### src/rtl/xsb_pkg.sv
// ----------------------------------------------------------------------------
// xsb_pkg: shared types and constants of the xorshift1024* byte source
// Holds the seed table, the multiplier halves and the interface structs.
// ----------------------------------------------------------------------------
package xsb_pkg;

    localparam int CNT_W  = 7;
    localparam int WORD_W = 64;
    localparam int BYTE_W = 8;

    // Multiplier of the output scrambler, split into 32-bit halves.
    localparam logic [31:0] MULT_LO = 32'h5497_FDB5;
    localparam logic [31:0] MULT_HI = 32'h1066_89D4;

    // Pool contents after reset, oldest index first.
    localparam logic [WORD_W-1:0] SEED_INIT [16] = '{
        64'h84242f96eca9c41d, 64'ha3c65b8776f96855,
        64'h5b34a39f070b5837, 64'h4489affce4f31a1e,
        64'h2ffeeb0a48316f40, 64'hdc2d9891fe68c022,
        64'h3659132bb12fea70, 64'haac17d8efa43cab8,
        64'hc4cb815590989b13, 64'h5ee975283d71c93b,
        64'h691548c86c1bd540, 64'h7910c41d10a1e6a5,
        64'h0b5fc64563b3e2a8, 64'h047f7684e9fc949d,
        64'hb99181f2d8f685ca, 64'h284600e3f30e38c3
    };

    typedef enum logic [1:0] {
        ST_IDLE,
        ST_DRAW,
        ST_EMIT
    } t_state;

    // Request handed from the front queue to the back sequencer.
    typedef struct packed {
        logic             valid;
        logic [CNT_W-1:0] count;
    } t_req;

    // Fresh word from the generator.
    typedef struct packed {
        logic              valid;
        logic [WORD_W-1:0] word;
    } t_gen;

endpackage

### src/rtl/xorshift1024star_byte_source.sv
// ----------------------------------------------------------------------------
// xorshift1024star_byte_source: random byte source on xorshift1024*
// Takes read requests for a byte count and returns that many random bytes.
// ----------------------------------------------------------------------------
// Each pushed transaction asks for byte_count random bytes (clamped to
// MAX_READ); a count of zero is accepted and produces nothing. The bytes come
// out as separate result transactions, least significant byte of each 64-bit
// word first, with o_is_last set on the final byte of the request. Unused
// bytes of the last word are kept: a later request that fits inside them is
// served from that word, otherwise they are dropped and fresh words are
// drawn. The generator state resets to fixed seeds, so the sequence after
// reset is always the same. Timing: the sequencer handles one request at a
// time and moves one byte per cycle while the result queue has room and no
// word is being drawn. After its start pulse a fresh word passes the pool
// step, two multiply stages and the load into the held word. The start for
// the first word goes out in the same cycle that takes the request, and the
// start for each later word goes out with the last byte of the previous
// word, so a word drawn in the middle of a request leaves a gap in the bytes.
// A two-entry request queue and a two-entry result queue let the input and
// output sides stall independently of the sequencer.
// ----------------------------------------------------------------------------
module xorshift1024star_byte_source import xsb_pkg::*; #(
    parameter int MAX_READ = 64
) (
    input  logic              i_clk,
    input  logic              i_rst_n,
    input  logic              push,
    output logic              full,
    input  logic [CNT_W-1:0]  i_byte_count,
    output logic              empty,
    input  logic              pop,
    output logic [BYTE_W-1:0] o_random_byte,
    output logic              o_is_last
);

    t_req w_req;
    logic w_req_pop;
    logic w_start;
    t_gen w_gen;

    // Front end: clamps the count, drops empty requests, queues the rest.
    xsb_front #(
        .MAX_READ (MAX_READ)
    ) u_front (
        .i_clk        (i_clk),
        .i_rst_n      (i_rst_n),
        .push         (push),
        .full         (full),
        .i_byte_count (i_byte_count),
        .o_req        (w_req),
        .i_req_pop    (w_req_pop)
    );

    // Word generator: advances the pool one step per start pulse.
    xsb_gen u_gen (
        .i_clk   (i_clk),
        .i_rst_n (i_rst_n),
        .i_start (w_start),
        .o_gen   (w_gen)
    );

    // Back end: decides between held bytes and fresh words, emits bytes.
    xsb_back u_back (
        .i_clk         (i_clk),
        .i_rst_n       (i_rst_n),
        .i_req         (w_req),
        .o_req_pop     (w_req_pop),
        .o_start       (w_start),
        .i_gen         (w_gen),
        .empty         (empty),
        .pop           (pop),
        .o_random_byte (o_random_byte),
        .o_is_last     (o_is_last)
    );

endmodule

### src/rtl/xsb_front.sv
// ----------------------------------------------------------------------------
// xsb_front: request intake
// Clamps the byte count, drops empty requests and queues the rest.
// ----------------------------------------------------------------------------
module xsb_front import xsb_pkg::*; #(
    parameter int MAX_READ = 64
) (
    input  logic             i_clk,
    input  logic             i_rst_n,
    input  logic             push,
    output logic             full,
    input  logic [CNT_W-1:0] i_byte_count,
    output t_req             o_req,
    input  logic             i_req_pop
);

    localparam logic [CNT_W-1:0] MAX_CNT = CNT_W'(MAX_READ);

    logic [CNT_W-1:0] r_q [2];
    logic             r_wp, r_rp;
    logic [1:0]       r_fill, n_fill;
    logic [CNT_W-1:0] w_cnt;
    logic             w_store;

    assign w_cnt   = (i_byte_count > MAX_CNT) ? MAX_CNT : i_byte_count;
    assign full    = (r_fill == 2'd2);
    assign w_store = push && !full && (w_cnt != '0);

    always_comb begin
        n_fill = r_fill;
        if (w_store && !i_req_pop) begin
            n_fill = r_fill + 2'd1;
        end else if (!w_store && i_req_pop) begin
            n_fill = r_fill - 2'd1;
        end
    end

    always_ff @(posedge i_clk) begin
        if (!i_rst_n) begin
            r_wp   <= 1'b0;
            r_rp   <= 1'b0;
            r_fill <= 2'd0;
        end else begin
            r_fill <= n_fill;
            if (w_store) begin
                r_wp <= ~r_wp;
            end
            if (i_req_pop) begin
                r_rp <= ~r_rp;
            end
        end
    end

    always_ff @(posedge i_clk) begin
        if (w_store) begin
            r_q[r_wp] <= w_cnt;
        end
    end

    assign o_req.valid = (r_fill != 2'd0);
    assign o_req.count = r_q[r_rp];

endmodule

### src/rtl/xsb_gen.sv
// ----------------------------------------------------------------------------
// xsb_gen: xorshift1024* word generator
// Rotating 16-word pool, one xorshift step, then a two-stage multiply.
// ----------------------------------------------------------------------------
module xsb_gen import xsb_pkg::*; (
    input  logic i_clk,
    input  logic i_rst_n,
    input  logic i_start,
    output t_gen o_gen
);

    // r_pool[0] is the word at the current pool index, r_pool[1] the next one.
    logic [WORD_W-1:0] r_pool [16];
    logic [WORD_W-1:0] w_t, n_s;
    logic [WORD_W-1:0] r_s;
    logic [WORD_W-1:0] r_p0;
    logic [31:0]       r_p1, r_p2;
    logic [WORD_W-1:0] r_word;
    logic              r_v1, r_v2, r_v3;

    assign w_t = r_pool[1] ^ (r_pool[1] << 31);
    assign n_s = w_t ^ r_pool[0] ^ (w_t >> 11) ^ (r_pool[0] >> 30);

    always_ff @(posedge i_clk) begin
        if (!i_rst_n) begin
            r_pool <= SEED_INIT;
        end else if (i_start) begin
            r_pool[0]  <= n_s;
            for (int i = 1; i < 15; i++) begin
                r_pool[i] <= r_pool[i+1];
            end
            r_pool[15] <= r_pool[0];
        end
    end

    always_ff @(posedge i_clk) begin
        if (!i_rst_n) begin
            r_v1 <= 1'b0;
            r_v2 <= 1'b0;
            r_v3 <= 1'b0;
        end else begin
            r_v1 <= i_start;
            r_v2 <= r_v1;
            r_v3 <= r_v2;
        end
    end

    // Product modulo 2^64 from three 32x32 partial products.
    always_ff @(posedge i_clk) begin
        if (i_start) begin
            r_s <= n_s;
        end
        r_p0   <= WORD_W'(r_s[31:0]) * WORD_W'(MULT_LO);
        r_p1   <= 32'(r_s[63:32] * MULT_LO);
        r_p2   <= 32'(r_s[31:0] * MULT_HI);
        r_word <= r_p0 + {r_p1 + r_p2, 32'd0};
    end

    assign o_gen.valid = r_v3;
    assign o_gen.word  = r_word;

endmodule

### src/rtl/xsb_back.sv
// ----------------------------------------------------------------------------
// xsb_back: byte sequencer and result queue
// Serves bytes from the held word or draws fresh words, one byte a cycle while the result queue has room.
// ----------------------------------------------------------------------------
module xsb_back import xsb_pkg::*; (
    input  logic              i_clk,
    input  logic              i_rst_n,
    input  t_req              i_req,
    output logic              o_req_pop,
    output logic              o_start,
    input  t_gen              i_gen,
    output logic              empty,
    input  logic              pop,
    output logic [BYTE_W-1:0] o_random_byte,
    output logic              o_is_last
);

    t_state            r_state, n_state;
    logic [CNT_W-1:0]  r_rem, n_rem;
    logic [2:0]        r_pos, n_pos;
    logic [3:0]        r_left, n_left;
    logic [WORD_W-1:0] r_held, n_held;
    logic              w_emit;
    logic [BYTE_W-1:0] w_byte;
    logic              w_last;

    logic [BYTE_W-1:0] r_ob_byte [2];
    logic              r_ob_last [2];
    logic              r_ob_wp, r_ob_rp;
    logic [1:0]        r_ob_fill;
    logic              w_ob_pop;

    assign w_byte = r_held[{r_pos, 3'b000} +: BYTE_W];
    assign w_last = (r_rem == CNT_W'(1));

    always_comb begin
        n_state   = r_state;
        n_rem     = r_rem;
        n_pos     = r_pos;
        n_left    = r_left;
        n_held    = r_held;
        o_req_pop = 1'b0;
        o_start   = 1'b0;
        w_emit    = 1'b0;
        unique case (r_state)
            ST_IDLE: begin
                if (i_req.valid) begin
                    o_req_pop = 1'b1;
                    n_rem     = i_req.count;
                    if (CNT_W'(r_left) >= i_req.count) begin
                        n_pos   = 3'(4'd8 - r_left);
                        n_state = ST_EMIT;
                    end else begin
                        o_start = 1'b1;
                        n_state = ST_DRAW;
                    end
                end
            end
            ST_DRAW: begin
                if (i_gen.valid) begin
                    n_held  = i_gen.word;
                    n_pos   = 3'd0;
                    n_left  = 4'd8;
                    n_state = ST_EMIT;
                end
            end
            ST_EMIT: begin
                if (r_ob_fill != 2'd2) begin
                    w_emit = 1'b1;
                    n_rem  = r_rem - CNT_W'(1);
                    n_pos  = r_pos + 3'd1;
                    n_left = r_left - 4'd1;
                    if (w_last) begin
                        n_state = ST_IDLE;
                    end else if (r_pos == 3'd7) begin
                        o_start = 1'b1;
                        n_state = ST_DRAW;
                    end
                end
            end
            default: begin
                n_state = ST_IDLE;
            end
        endcase
    end

    always_ff @(posedge i_clk) begin
        if (!i_rst_n) begin
            r_state <= ST_IDLE;
            r_left  <= 4'd0;
            r_held  <= '0;
            r_rem   <= '0;
            r_pos   <= 3'd0;
        end else begin
            r_state <= n_state;
            r_left  <= n_left;
            r_held  <= n_held;
            r_rem   <= n_rem;
            r_pos   <= n_pos;
        end
    end

    // Two-entry result queue.
    assign w_ob_pop = pop && !empty;
    assign empty    = (r_ob_fill == 2'd0);

    always_ff @(posedge i_clk) begin
        if (!i_rst_n) begin
            r_ob_wp   <= 1'b0;
            r_ob_rp   <= 1'b0;
            r_ob_fill <= 2'd0;
        end else begin
            if (w_emit) begin
                r_ob_wp <= ~r_ob_wp;
            end
            if (w_ob_pop) begin
                r_ob_rp <= ~r_ob_rp;
            end
            if (w_emit && !w_ob_pop) begin
                r_ob_fill <= r_ob_fill + 2'd1;
            end else if (!w_emit && w_ob_pop) begin
                r_ob_fill <= r_ob_fill - 2'd1;
            end
        end
    end

    always_ff @(posedge i_clk) begin
        if (w_emit) begin
            r_ob_byte[r_ob_wp] <= w_byte;
            r_ob_last[r_ob_wp] <= w_last;
        end
    end

    assign o_random_byte = r_ob_byte[r_ob_rp];
    assign o_is_last     = r_ob_last[r_ob_rp];

`ifndef ASSERT_OFF
    a_left_range: assert property (@(posedge i_clk) disable iff (!i_rst_n)
        r_left <= 4'd8)
        else $error("held byte count above eight");

    a_word_in_draw: assert property (@(posedge i_clk) disable iff (!i_rst_n)
        i_gen.valid |-> (r_state == ST_DRAW))
        else $error("fresh word arrived outside the draw state");

    a_no_overflow: assert property (@(posedge i_clk) disable iff (!i_rst_n)
        w_emit |-> (r_ob_fill != 2'd2))
        else $error("byte written into a full result queue");

    a_start_then_word: assert property (@(posedge i_clk) disable iff (!i_rst_n)
        o_start |-> ##3 i_gen.valid)
        else $error("word generator missed its latency");
`endif

endmodule
### config.mk
export PLATFORM = sky130hd
export DESIGN_NAME = xorshift1024star_byte_source
export DESIGN_NICKNAME = d
export VERILOG_FILES = /design/src/rtl/xsb_pkg.sv /design/src/rtl/xorshift1024star_byte_source.sv /design/src/rtl/xsb_front.sv /design/src/rtl/xsb_gen.sv /design/src/rtl/xsb_back.sv
export SDC_FILE = /design/constraint.sdc
export NUM_CORES = 2
export LEC_CHECK = 0
export ABC_AREA = 1
export BUFFER_PORTS_ARGS = -buffer_cell sky130_fd_sc_hd__buf_2
export CAP_MARGIN = 20
export CORE_ASPECT_RATIO = 0.9
export CORE_MARGIN = 3
export CORE_UTILIZATION = 61
export DETAILED_ROUTE_END_ITERATION = 7
export PLACE_DENSITY = 0.77
export SYNTH_ARGS = -nofsm -noshare
export SYNTH_HDL_FRONTEND = slang
export SYNTH_HIERARCHICAL = 1
export SYNTH_SLANG_ARGS = --single-unit
### constraint.sdc
create_clock -name i_clk -period 14.02 [get_ports i_clk]
set_input_delay 0.701 -clock i_clk [delete_from_list [all_inputs] [get_ports i_clk]]
set_output_delay 0.701 -clock i_clk [all_outputs]
set_load 0.1 [all_outputs]
==> flow_summary_export.csv <==
group,metric,value,unit
clock_network,post-cts-setup-buffers,0,
synth,ys_warn_count,6,
place,port_buffers,21,
worst_hold_path,hp-class,"input pin to register",
floorplan,die-height,364,um
job,cap_violations,0,
synth,synth.area.top_cells,"dfxtp_1, fa_1, ha_1",
routing,first_pass_iters,6,
synth,synth_fp_nets,11800,
clock_network,clk-insertion-delay-late,810,ps
timing,setup_tns,0,ps
critical_path,crit_start,"u_gen/r_s[4]$_DFFE_PP_",
timing,worst_slew_pin_slew,1220,ps
critical_path,required,14610,ps
critical_path,critPathCapture,"u_gen/r_p0[48]$_DFF_P_",
routing,drc,0,
worst_hold_path,min-delay-start,"i_byte_count[6]",
final_layout,drive_gt1_share,4.25,%
synth,yosysSeqAreaShare,33.3,%
critical_path,critPathMostFrequentCell,"fa_1",
critical_path,cp.depth,20,
clock_network,cts_buffers,138,
critical_path,worst_r2r_path_depth,20,
global_routing,grt_max_degree,294,
global_routing,grt_pass1_wl,386000,um
timing,clock.fmax,123,MHz
global_routing,globalRouteOverflowTotal,0,
critical_path,r2r_start,"u_gen/r_s[4]$_DFFE_PP_",
outcome,status,"completed",
timing,finalHoldViolCount,0,
global_routing,grt_pass1_vias,65600,
synth,ys_async_sr_fraction,0,%
routing,totalWireLength,251000,um
critical_path,cp.arrival,8730,ps
timing,rsz0062_at_grt,"false",
synth,synth_edf_count,96,
critical_path,crit_chain,"inv_1, fa_1, inv_1, fa_1, fa_1, fa_1, fa_1, inv_1, fa_1, inv_1, fa_1, fa_1, ha_1, a21oi_1, o21ai_0, a21oi_1, o21ai_0, nand2_1, nand3_1, xor2_1",
timing,skew,89.1,ps
routing,num_vias,66400,
critical_path,r2r_end,"u_gen/r_p0[48]$_DFF_P_",
synth,synth_area_per_cell,8.53,um^2
final_layout,syn2layout_area_growth,7.16,%
clock_network,hold_buffers,0,
final_layout,seq_area,0.0289,mm^2
floorplan,core-area,0.141,mm^2
floorplan,die_area,0.147,mm^2
routing,ant_nets,0,
global_routing,track_usage,34.3,%
timing,fin_crit_sh,58.1,%
critical_path,critPathMaxFanout,11,
critical_path,critPathTopFamily,"adder cells",
final_layout,n_fill_cell,11300,
floorplan,start_util,61.9,%
synth,yosysTopAreaCell,"dfxtp_1",
final_layout,nets,11600,
floorplan,design.portCount,22,
synth,synth_top_area_share,30.0,%
critical_path,r2r_slack,5880,ps
synth,synth_ff_type,"dfxtp_1",
clock_network,h-tree-depth,4,
clock_network,cts_sinks,1398,
timing,slew_headroom,18.7,%
clock_network,clockBufferDepth,3,
critical_path,path_class,"register to register",
synth,synth_cell_types,57,
synth,synthesis.area,0.0870,mm^2
clock_network,cts.reportedPaths.clkPinSlew,70,ps
routing,wl_per_cell,20.9,um
clock_network,cts-root-buf,"clkbuf_16",
synth,synth-seq-cells,1398,
final_layout,multi_input_area,0.0508,mm^2
timing,period_minus_slack,8140,ps
floorplan,rows,130,
clock_network,cts_tree,"yes",
place,gp_congestion,1.02,
routing,via_per_inst,5.53,
timing,setup_viol,0,
critical_path,crit_slowest_cell,"edfxtp_1",
critical_path,slowest_delay,870,ps
clock_network,ctsResizeCount,0,
routing,first_iter_violations,6402,
critical_path,cp-start-kind,"register",
place,hpwl,199000,um
timing,slew_violations,0,
synth,synthCells,10200,
floorplan,die_x,404,um
critical_path,crit_buf_inv,4,
critical_path,end_kind,"register",
global_routing,antenna_found_initial,8,
## synth_stat cells (4+ instances only)
library cell / n
a21o_1: 21
xnor2_1: 144
inv_2: 29
a21oi_1: 304
dfxtp_1: 1302
nand3_2: 6
buf_4: 5
a21oi_2: 9
nand3b_1: 12
o21a_1: 5
inv_1: 1499
o32ai_1: 17
nor2_1: 1403
a31oi_1: 11
a21boi_0: 10
mux2_2: 16
nand2_2: 18
clkbuf_1: 268
o211ai_1: 22
buf_2: 100
nand2_1: 1614
edfxtp_1: 96
a211oi_1: 4
buf_1: 4
o21ai_2: 4
o21ai_1: 22
o21bai_1: 22
nand3_1: 606
fa_1: 828
nor3_2: 7
nor2_4: 4
nor2_2: 23
nand4_1: 36
ha_1: 729
nor3_1: 33
o21ai_0: 720
xor2_1: 217
## cell type report
type | instances | share of cell area (%)
Antenna cell | 7 | 0.0188
Tap cell | 1848 | 2.48
Clock buffer | 184 | 4.16
Inverter | 1530 | 6.17
Sequential cell | 1398 | 31.1
Timing Repair Buffer | 70 | 0.674
Multi-Input combinational cell | 6893 | 54.4
Clock inverter | 70 | 1.01
## state kept, by name, summed over array words and instances (netlist names), 7 cells and up, named ones only
signal and cells:
u_back/r_rem 7, u_front/r_q 14, u_gen/r_pool 1024, u_back/r_held 64, u_gen/r_s 64, u_gen/r_word 64
u_gen/r_p0 59, u_gen/r_p1 32, u_gen/r_p2 30, u_back/r_ob_byte 16
## cell usage in the layout, fill, tap and decap left out, types with 144 or more instances in the layout
cell type / instances
nand2_1: 1614
a21oi_1: 304
nor2_1: 1403
fa_1: 828
inv_1: 1499
ha_1: 729
xnor2_1: 144
o21ai_0: 720
xor2_1: 217
nand3_1: 606
dfxtp_1: 1302
## cells by family after synthesis
logic type                 after synthesis  share of synthesized area, %
and+or+nand+nor                       3773                          17.7
buffers and inverters                 1909                          8.41
DFF                                   1398                          33.3
adders and majority gates             1557                          29.5
muxes                                   16                         0.207
xor gates and xnor gates               361                          3.63
AOI/OAI and AO/OA                     1186                          7.28
## worst min-delay path by stage
stage | end | slack (ps) | cells past startpoint
after detailed placement | u_gen/r_word[12]$_DFF_P_ | 310 | 0
after CTS | u_front/r_q[0][6]$_DFFE_PP_ | 130 | 1
final | u_front/r_q[0][6]$_DFFE_PP_ | 210 | 1
after global placement | u_gen/r_word[19]$_DFF_P_ | 310 | 0
after global routing | u_front/r_q[1][6]$_DFFE_PP_ | 170 | 1
after floorplan | u_gen/r_word[10]$_DFF_P_ | 310 | 0
## stage by stage
stage | util, % | setup slack, ps | cell area (um^2) | cells | hold WS, ps
2_1_floorplan | - | 6470 | 87000 | 10200 | 310
5_1_grt | 66.3 | 5760 | 93200 | 12000 | 165
4_1_cts | 66.2 | 6050 | 93000 | 12000 | 132
3_3_place_gp | 62.8 | 6150 | 88200 | 11700 | 311
6_report | 66.3 | 5880 | 93200 | 12000 | 209
3_5_place_dp | 62.8 | 6140 | 88200 | 11700 | 312
## worst reg2reg max path, cell delays in order (launching register included)
cell      delay [ps]
edfxtp_1         870
inv_1            280
fa_1             670
inv_1            130
fa_1             460
fa_1             510
fa_1             430
fa_1             510
inv_1             50
fa_1             530
inv_1             50
fa_1             590
fa_1             560
ha_1             490
a21oi_1          130
o21ai_0          370
a21oi_1          210
o21ai_0          390
nand2_1          170
nand3_1          140
xor2_1           350
## routing by layer
layer	vias to the layer above	part of all wire [%]	wire (um)	track usage [%]
met1	32300	44	111000	47.4
met4	2	4.6	11500	14.2
li1	31500	-	-	-
met3	469	6.5	16300	5.99
met2	2051	45	112000	53.8
met5	-	0.0052	13	0
Power is not shown: default switching activity piles up to over one toggle a cycle in this logic, so the estimate is an artifact.
